[src/rtl/bbhg_pkg.sv]
// Package with shared types and constants for the boot button hold gesture detector.
`default_nettype none

package bbhg_pkg;

	// Widths of the timestamp, the count and the configuration port.
	localparam int unsigned TIME_W      = 32;
	localparam int unsigned COUNT_W     = 16;
	localparam int unsigned CFG_INDEX_W = 8;
	localparam int unsigned CFG_DATA_W  = 32;

	// Reset values of the hold time registers.
	localparam logic [TIME_W-1:0] PROV_HOLD_RESET    = 32'd5000;
	localparam logic [TIME_W-1:0] REQUEST_HOLD_RESET = 32'd10000;
	localparam logic [TIME_W-1:0] CONFIRM_HOLD_RESET = 32'd5000;

	// Operating modes of the detector.
	typedef enum logic [1:0] {
		MODE_COMBOS  = 2'd0,
		MODE_RELEASE = 2'd1,
		MODE_CONFIRM = 2'd2
	} mode_t;

	// Button combination that is being timed.
	typedef enum logic [1:0] {
		KIND_NONE = 2'd0,
		KIND_AB   = 2'd1,
		KIND_ABC  = 2'd2
	} kind_t;

	// Gesture codes carried in each result.
	typedef enum logic [1:0] {
		G_NONE    = 2'd0,
		G_PROV    = 2'd1,
		G_REQUEST = 2'd2,
		G_FACTORY = 2'd3
	} gesture_t;

	// Configuration register indexes.
	typedef enum logic [CFG_INDEX_W-1:0] {
		REG_PROV_HOLD    = 8'd0,
		REG_REQUEST_HOLD = 8'd1,
		REG_CONFIRM_HOLD = 8'd2,
		REG_PENDING      = 8'd3
	} reg_index_t;

endpackage

`default_nettype wire

[src/rtl/boot_button_hold_gesture_detector.sv]
// Top level of the boot button hold gesture detector.
`default_nettype none

// Takes one sample of buttons A, B and C with a millisecond timestamp per transfer and
// returns one result per sample. Holding A and B alone for provisioning_hold_ms gives a
// provisioning gesture once per hold; holding all three for factory_request_hold_ms gives a
// factory reset request, after which all buttons must be released and C alone held for
// factory_confirm_hold_ms to give the factory reset. Hold times are measured by wrapping
// 32-bit subtraction of timestamps. A sample is taken into an input register, evaluated
// against the gesture state, and its result is placed in an output register, so the block
// accepts one sample per cycle while the output is not stalled. Configuration writes are
// always ready and take effect on the next sample; indexes beyond 3 are ignored.
module boot_button_hold_gesture_detector
	import bbhg_pkg::*;
(
	input  wire logic                   clk,
	input  wire logic                   arst_n,
	// Configuration write channel.
	input  wire logic                   cfg_valid,
	output logic                        cfg_ready,
	input  wire logic [CFG_INDEX_W-1:0] cfg_index,
	input  wire logic [CFG_DATA_W-1:0]  cfg_data,
	// Sample channel.
	input  wire logic                   in_valid,
	output logic                        in_stall,
	input  wire logic                   button_a,
	input  wire logic                   button_b,
	input  wire logic                   button_c,
	input  wire logic [TIME_W-1:0]      elapsed_ms,
	// Result channel.
	output logic                        out_valid,
	input  wire logic                   out_stall,
	output logic [1:0]                  gesture,
	output logic [COUNT_W-1:0]          gesture_count,
	output logic                        awaiting_confirmation
);

	// Configuration registers.
	logic [TIME_W-1:0]  prov_hold_q;
	logic [TIME_W-1:0]  request_hold_q;
	logic [TIME_W-1:0]  confirm_hold_q;
	logic [COUNT_W-1:0] pending_q;

	// Input stage.
	logic              valid_s1;
	logic              a_s1;
	logic              b_s1;
	logic              c_s1;
	logic [TIME_W-1:0] now_s1;

	// Result stage.
	logic               valid_s2;
	gesture_t           gesture_s2;
	logic [COUNT_W-1:0] count_s2;
	logic               awaiting_s2;

	// Gesture state.
	mode_t             mode_q, mode_d;
	logic              combo_timing_q, combo_timing_d;
	kind_t             combo_kind_q, combo_kind_d;
	logic [TIME_W-1:0] combo_start_q, combo_start_d;
	logic              prov_sent_q, prov_sent_d;
	logic              confirm_timing_q, confirm_timing_d;
	logic [TIME_W-1:0] confirm_start_q, confirm_start_d;

	// Evaluation signals.
	logic              advance;
	logic              pat_none, pat_c, pat_ab, pat_abc;
	logic              ab_timed, abc_timed;
	logic [TIME_W-1:0] combo_span, confirm_span;
	logic              prov_due, request_due, confirm_due;
	gesture_t          gesture_d;

	// Handshakes: the input stage moves whenever the result register is free or drained.
	assign cfg_ready = 1'b1;
	assign advance   = valid_s1 && (!valid_s2 || !out_stall);
	assign in_stall  = valid_s1 && !advance;

	// Configuration writes.
	always_ff @(posedge clk or negedge arst_n) begin
		if (!arst_n) begin
			prov_hold_q    <= PROV_HOLD_RESET;
			request_hold_q <= REQUEST_HOLD_RESET;
			confirm_hold_q <= CONFIRM_HOLD_RESET;
			pending_q      <= '0;
		end else if (cfg_valid && cfg_ready) begin
			unique case (cfg_index)
				REG_PROV_HOLD:    prov_hold_q    <= cfg_data;
				REG_REQUEST_HOLD: request_hold_q <= cfg_data;
				REG_CONFIRM_HOLD: confirm_hold_q <= cfg_data;
				REG_PENDING:      pending_q      <= cfg_data[COUNT_W-1:0];
				default: begin
				end
			endcase
		end
	end

	// Input register.
	always_ff @(posedge clk or negedge arst_n) begin
		if (!arst_n) begin
			valid_s1 <= 1'b0;
		end else if (!in_stall) begin
			valid_s1 <= in_valid;
		end
	end

	always_ff @(posedge clk) begin
		if (in_valid && !in_stall) begin
			a_s1   <= button_a;
			b_s1   <= button_b;
			c_s1   <= button_c;
			now_s1 <= elapsed_ms;
		end
	end

	// Button patterns and hold comparisons of the sample in the input register.
	assign pat_none  = !a_s1 && !b_s1 && !c_s1;
	assign pat_c     = !a_s1 && !b_s1 && c_s1;
	assign pat_ab    = a_s1 && b_s1 && !c_s1;
	assign pat_abc   = a_s1 && b_s1 && c_s1;
	assign ab_timed  = combo_timing_q && (combo_kind_q == KIND_AB);
	assign abc_timed = combo_timing_q && (combo_kind_q == KIND_ABC);

	assign combo_span   = now_s1 - combo_start_q;
	assign confirm_span = now_s1 - confirm_start_q;

	assign prov_due    = ab_timed && !prov_sent_q && (combo_span >= prov_hold_q);
	assign request_due = abc_timed && (combo_span >= request_hold_q);
	assign confirm_due = confirm_timing_q && (confirm_span >= confirm_hold_q);

	// Next state of the gesture logic.
	always_comb begin
		mode_d           = mode_q;
		combo_timing_d   = combo_timing_q;
		combo_kind_d     = combo_kind_q;
		combo_start_d    = combo_start_q;
		prov_sent_d      = prov_sent_q;
		confirm_timing_d = confirm_timing_q;
		confirm_start_d  = confirm_start_q;
		unique case (mode_q)
			MODE_RELEASE: begin
				if (pat_none) begin
					mode_d           = MODE_CONFIRM;
					confirm_timing_d = 1'b0;
					confirm_start_d  = '0;
				end
			end
			MODE_CONFIRM: begin
				if (!pat_c) begin
					confirm_timing_d = 1'b0;
					confirm_start_d  = '0;
				end else if (!confirm_timing_q) begin
					confirm_timing_d = 1'b1;
					confirm_start_d  = now_s1;
				end else if (confirm_due) begin
					mode_d           = MODE_RELEASE;
					confirm_timing_d = 1'b0;
					confirm_start_d  = '0;
				end
			end
			default: begin
				// Boot combos mode; the unused code behaves the same way.
				mode_d = MODE_COMBOS;
				if (pat_abc) begin
					prov_sent_d = 1'b0;
					if (!abc_timed) begin
						combo_timing_d = 1'b1;
						combo_kind_d   = KIND_ABC;
						combo_start_d  = now_s1;
					end else if (request_due) begin
						mode_d         = MODE_RELEASE;
						combo_timing_d = 1'b0;
						combo_kind_d   = KIND_NONE;
						combo_start_d  = '0;
					end
				end else if (pat_ab) begin
					if (!ab_timed) begin
						combo_timing_d = 1'b1;
						combo_kind_d   = KIND_AB;
						combo_start_d  = now_s1;
						prov_sent_d    = 1'b0;
					end else if (prov_due) begin
						prov_sent_d = 1'b1;
					end
				end else begin
					combo_timing_d = 1'b0;
					combo_kind_d   = KIND_NONE;
					combo_start_d  = '0;
					prov_sent_d    = 1'b0;
				end
			end
		endcase
	end

	// Gesture emitted by the sample in the input register.
	always_comb begin
		gesture_d = G_NONE;
		unique case (mode_q)
			MODE_RELEASE: begin
				gesture_d = G_NONE;
			end
			MODE_CONFIRM: begin
				if (pat_c && confirm_due) begin
					gesture_d = G_FACTORY;
				end
			end
			default: begin
				if (pat_abc && request_due) begin
					gesture_d = G_REQUEST;
				end else if (pat_ab && prov_due) begin
					gesture_d = G_PROV;
				end
			end
		endcase
	end

	// Gesture state registers, updated once per evaluated sample.
	always_ff @(posedge clk or negedge arst_n) begin
		if (!arst_n) begin
			mode_q           <= MODE_COMBOS;
			combo_timing_q   <= 1'b0;
			combo_kind_q     <= KIND_NONE;
			combo_start_q    <= '0;
			prov_sent_q      <= 1'b0;
			confirm_timing_q <= 1'b0;
			confirm_start_q  <= '0;
		end else if (advance) begin
			mode_q           <= mode_d;
			combo_timing_q   <= combo_timing_d;
			combo_kind_q     <= combo_kind_d;
			combo_start_q    <= combo_start_d;
			prov_sent_q      <= prov_sent_d;
			confirm_timing_q <= confirm_timing_d;
			confirm_start_q  <= confirm_start_d;
		end
	end

	// Result register.
	always_ff @(posedge clk or negedge arst_n) begin
		if (!arst_n) begin
			valid_s2 <= 1'b0;
		end else if (!valid_s2 || !out_stall) begin
			valid_s2 <= valid_s1;
		end
	end

	always_ff @(posedge clk) begin
		if (advance) begin
			gesture_s2  <= gesture_d;
			count_s2    <= (gesture_d != G_NONE) ? pending_q : '0;
			awaiting_s2 <= (mode_d != MODE_COMBOS);
		end
	end

	assign out_valid             = valid_s2;
	assign gesture               = gesture_s2;
	assign gesture_count         = count_s2;
	assign awaiting_confirmation = awaiting_s2;

`ifndef SYNTH
	// Combo timing is only kept while in boot combos mode.
	assert property (@(posedge clk) disable iff (!arst_n)
		(mode_q != MODE_COMBOS) |-> !combo_timing_q)
		else $error("combo timing active outside boot combos mode");

	// Confirm timing is only kept while in confirm mode.
	assert property (@(posedge clk) disable iff (!arst_n)
		confirm_timing_q |-> (mode_q == MODE_CONFIRM))
		else $error("confirm timing active outside confirm mode");

	// A factory reset request always leaves the block waiting for confirmation.
	assert property (@(posedge clk) disable iff (!arst_n)
		(out_valid && (gesture == G_REQUEST)) |-> awaiting_confirmation)
		else $error("factory reset request without confirmation mode");

	// A provisioning gesture is only given in boot combos mode.
	assert property (@(posedge clk) disable iff (!arst_n)
		(out_valid && (gesture == G_PROV)) |-> !awaiting_confirmation)
		else $error("provisioning gesture while awaiting confirmation");

	// An evaluated sample always reaches the result register on the next edge.
	assert property (@(posedge clk) disable iff (!arst_n)
		advance |=> valid_s2)
		else $error("evaluated sample lost before the result register");
`endif

endmodule

`default_nettype wire
[config.mk]
export PLATFORM = sky130hd
export DESIGN_NAME = boot_button_hold_gesture_detector
export DESIGN_NICKNAME = d
export VERILOG_FILES = /design/src/rtl/bbhg_pkg.sv /design/src/rtl/boot_button_hold_gesture_detector.sv
export SDC_FILE = /design/constraint.sdc
export NUM_CORES = 1
export LEC_CHECK = 0
export BUFFER_PORTS_ARGS = -buffer_cell sky130_fd_sc_hd__buf_2
export CORE_MARGIN = 8
export CORE_UTILIZATION = 65
export DETAILED_ROUTE_END_ITERATION = 10
export GPL_TIMING_DRIVEN = 0
export HOLD_SLACK_MARGIN = 0.08
export PLACE_DENSITY = 0.81
export SETUP_SLACK_MARGIN = 0.5
export SLEW_MARGIN = 40
export SYNTH_ARGS = -nofsm -noshare
export SYNTH_HDL_FRONTEND = slang
export SYNTH_SLANG_ARGS = --single-unit
[constraint.sdc]
create_clock -name clk -period 11.2 [get_ports clk]
set_clock_uncertainty 0.2 [all_clocks]
set_input_delay 2.24 -clock clk [delete_from_list [all_inputs] [get_ports clk]]
set_output_delay 2.24 -clock clk [all_outputs]
set_load 0.02 [all_outputs]
==> impl_metrics.env <==
export IMPL_leakage_nw=7.99
export IMPL_reg2regPathDepth=23
export IMPL_io_pin_count=102
export IMPL_wl_per_cell_um=18.5
export IMPL_yosysUniqueCellTypes=69
export IMPL_cts_tree="yes"
export IMPL_numCtsBuffers=27
export IMPL_vias_per_cell=5.91
export IMPL_drive_gt1_share_pct=16.7
export IMPL_dieArea_sq_um=27300
export IMPL_peakVddDrop_mv=0.140
export IMPL_hpwl_um=26100
export IMPL_synth_compound_area_share_pct=15.4
export IMPL_antenna_found_initial=0
export IMPL_yosys_area_share_simple_pct=9.72
export IMPL_power_share_clock_pct=35.1
export IMPL_muxShareOfSynthArea_pct=8.73
export IMPL_switching_power_w=0.000756
export IMPL_yosysMostFrequentCell="inv_1"
export IMPL_diodes=0
export IMPL_cp_start_kind="flop"
export IMPL_gp_congestion=0.901
export IMPL_setup_viol=0
export IMPL_switching_share_pct=30.3
export IMPL_avgSynthCellArea_sq_um=10.1
export IMPL_htree_levels=1
export IMPL_crit_type="flop to flop"
export IMPL_synth_top_area_share_pct=29.4
export IMPL_synth_fa_ha_area_share_pct=14.1
export IMPL_cts_setup_buffers=0
export IMPL_fmax_mhz=143
export IMPL_synthFlopType="dfrtp_1"
export IMPL_synth_edff_count=54
export IMPL_routed_wl_um=34600
export IMPL_syn2layout_area_growth_pct=12.8
export IMPL_gr_usage_all_layers_pct=25.6
export IMPL_clk_pin_slew_ns=0.06
export IMPL_p_comb_share_pct=25.6
export IMPL_grt_pass1_wl_um=55300
export IMPL_row_count=54
export IMPL_internal_power_w=0.00174
export IMPL_seqPwrFrac_pct=39.3
export IMPL_finalHoldViolCount=0
export IMPL_drt_pass1_iter_count=5
export IMPL_slew_viol_final=0
export IMPL_place_port_buffers=100
export IMPL_synth_warnings=0
export IMPL_coreArea_sq_um=21800
export IMPL_grt_pass1_vias=11100
export IMPL_fill_cells=1523
export IMPL_fin_hold_ws_ns=0.301
export IMPL_hold_depth=1
export IMPL_drt_iter0_drc=707
export IMPL_die_y_um=165
export IMPL_grt_overflow_total=0
export IMPL_tightestPinTransition_ns=0.849
export IMPL_slew_headroom_pct=41.9
export IMPL_antenna_left=0
export IMPL_syn_area_sq_um=14500
export IMPL_hold_buffers=0
export IMPL_cp_data_required_time_ns=11.35
export IMPL_post_route_period_util_pct=62.3
export IMPL_yosys_top_cells_area="dfrtp_1, ha_1, edfxtp_1, mux2_2, inv_1"
export IMPL_clock_latency_ns=0.54
export IMPL_drt_drc_violations_left=0
export IMPL_cts_num_sinks=239
export IMPL_setup_tns_ns=0
export IMPL_status="complete, no violations"
export IMPL_path_max_fanout=10
export IMPL_layout_min_cycle_time_ns=6.97
export IMPL_vias=11000
export IMPL_cp_end_kind="flop"
export IMPL_finalNetCount=1807
export IMPL_synth_commonest_cells="inv_1, dfrtp_1, ha_1"
export IMPL_cts_root_buf="clkbuf_16"
export IMPL_yosys_area_share_xor_xnor_pct=3.02
export IMPL_clockBufferDepth=3
export IMPL_postSynthCellCount=1432
export IMPL_synth_top_family_by_area="compound AO/OA/AOI/OAI gates"
export IMPL_ys_seq_area_share_pct=43.3
export IMPL_die_w_um=165
export IMPL_synth_seq_cells=239
export IMPL_cp_arrival_ns=7.13
export IMPL_hold_class="flop to flop"
export IMPL_start_util_pct=66.4
export IMPL_cts_resized=0
export IMPL_drv_cap=0
export IMPL_syn_nets=1674
export IMPL_p_per_area_nw_per_um2=153
export IMPL_yosys_area_top_type="dfrtp_1"
export IMPL_rsz0062_at_grt="no"
export IMPL_ys_async_sr_fraction_pct=77.4
export IMPL_grt_max_degree=74
==> power by group through the flow <==
stage	clock network (W)	registers, W	logic (W)
2_1_floorplan	0	0.000993	0.000442
3_3_place_gp	0	0.000994	0.000594
3_5_place_dp	0	0.000996	0.000626
4_1_cts	0.000892	0.000980	0.000636
5_1_grt	0.000920	0.000986	0.000719
6_report	0.000877	0.000981	0.000638
==> cell type report <==
class	count	area [sq um]	share of cell area [%]
sequential	239	6270	38.4
buffer	30	121	0.743
clock buffer	36	751	4.60
timing repair buffer	104	593	3.63
tap	280	350	2.14
inverter	188	706	4.32
clock inverter	14	130	0.797
multi-input combinational	975	7410	45.4
==> state kept, by name, summed over array words and instances (netlist names), 2 cells and up <==
name,flops
prov_hold_q,32
mode_q,2
confirm_start_q,32
combo_kind_q,2
confirm_hold_q,32
gesture,2
pending_q,16
combo_start_q,32
now_s1,32
request_hold_q,32
gesture_count,16
==> critical path, cell delays in order (launching register included) <==
cell and delay [ns]:
edfxtp_1 0.45, inv_1 0.11, ha_1 0.21, inv_1 0.08, fa_1 0.45, a211oi_2 0.21, o21bai_1 0.12, a211o_1 0.33
a311o_2 0.45, a221oi_4 0.37, o21bai_1 0.10, a21oi_1 0.18, xnor2_1 0.17, ha_1 0.34, nand3_1 0.10, nor2_1 0.13
nand2_1 0.08, or2_2 0.33, a2111oi_0 0.74, a211oi_1 0.28, o31ai_1 0.50, a21boi_1 0.34, buf_2 0.28, a21boi_0 0.24
==> layer usage <==
layer | part of all wire (%) | vias up | track usage, %
met5 | 0 | - | 0
met4 | 4.6 | 0 | 11.9
met3 | 5.2 | 90 | 3.87
met2 | 51 | 311 | 45.0
met1 | 39 | 5349 | 30.3
li1 | - | 5273 | -
==> cell usage in the layout (no fill, tap or decap), types with 16 or more instances in the layout <==
| master | count |
|---|---|
| nand4_1 | 18 |
| clkbuf_1 | 31 |
| nor3_1 | 16 |
| edfxtp_1 | 54 |
| nand2_1 | 137 |
| a21o_1 | 63 |
| ha_1 | 160 |
| buf_2 | 103 |
| nor2_1 | 40 |
| a21boi_0 | 18 |
| a21oi_1 | 75 |
| nand3_1 | 21 |
| o21ai_0 | 102 |
| xnor2_1 | 37 |
| dfrtp_1 | 170 |
| mux2_2 | 82 |
| clkbuf_16 | 28 |
| inv_1 | 187 |
| mux2i_1 | 34 |
==> path summary, 6_finish.rpt <==
kind / start / endpoint / slack (ns)
max: now_s1[0] / gesture_count[11] / 4.23
min: valid_s1 / out_valid / 0.30
max reg2reg: now_s1[0] / gesture_count[11] / 4.23
min reg2reg: valid_s1 / out_valid / 0.30
max in group asynchronous: arst_n / confirm_hold_q[12] / 8.69
min in group asynchronous: arst_n / request_hold_q[1] / 1.39
==> cell families (layout without fill, tap and decap cells) <==
logic type / after synthesis / after routing
AO/OA/AOI/OAI: 347 / 347
AND/OR/NAND/NOR: 299 / 299
XOR/XNOR: 50 / 50
adder cells (fa/ha/maj): 162 / 162
other: 1 / 1
buffers and inverters: 218 / 372
flip-flops: 239 / 239
multiplexers: 116 / 116
==> through the flow <==
stage | power, W | instances | util [%] | worst slack (ns) | cell area (sq um)
2_1_floorplan | 0.00144 | 1432 | - | 6.05 | 14500
3_3_place_gp | 0.00159 | 1812 | 70.3 | 4.60 | 15300
3_5_place_dp | 0.00162 | 1816 | 70.8 | 4.51 | 15500
4_1_cts | 0.00251 | 1866 | 74.8 | 4.42 | 16300
5_1_grt | 0.00262 | 1866 | 74.8 | 4.00 | 16300
6_report | 0.00250 | 1866 | 74.8 | 4.23 | 16300
No activity file was read; power rests on OpenSTA's default activity.
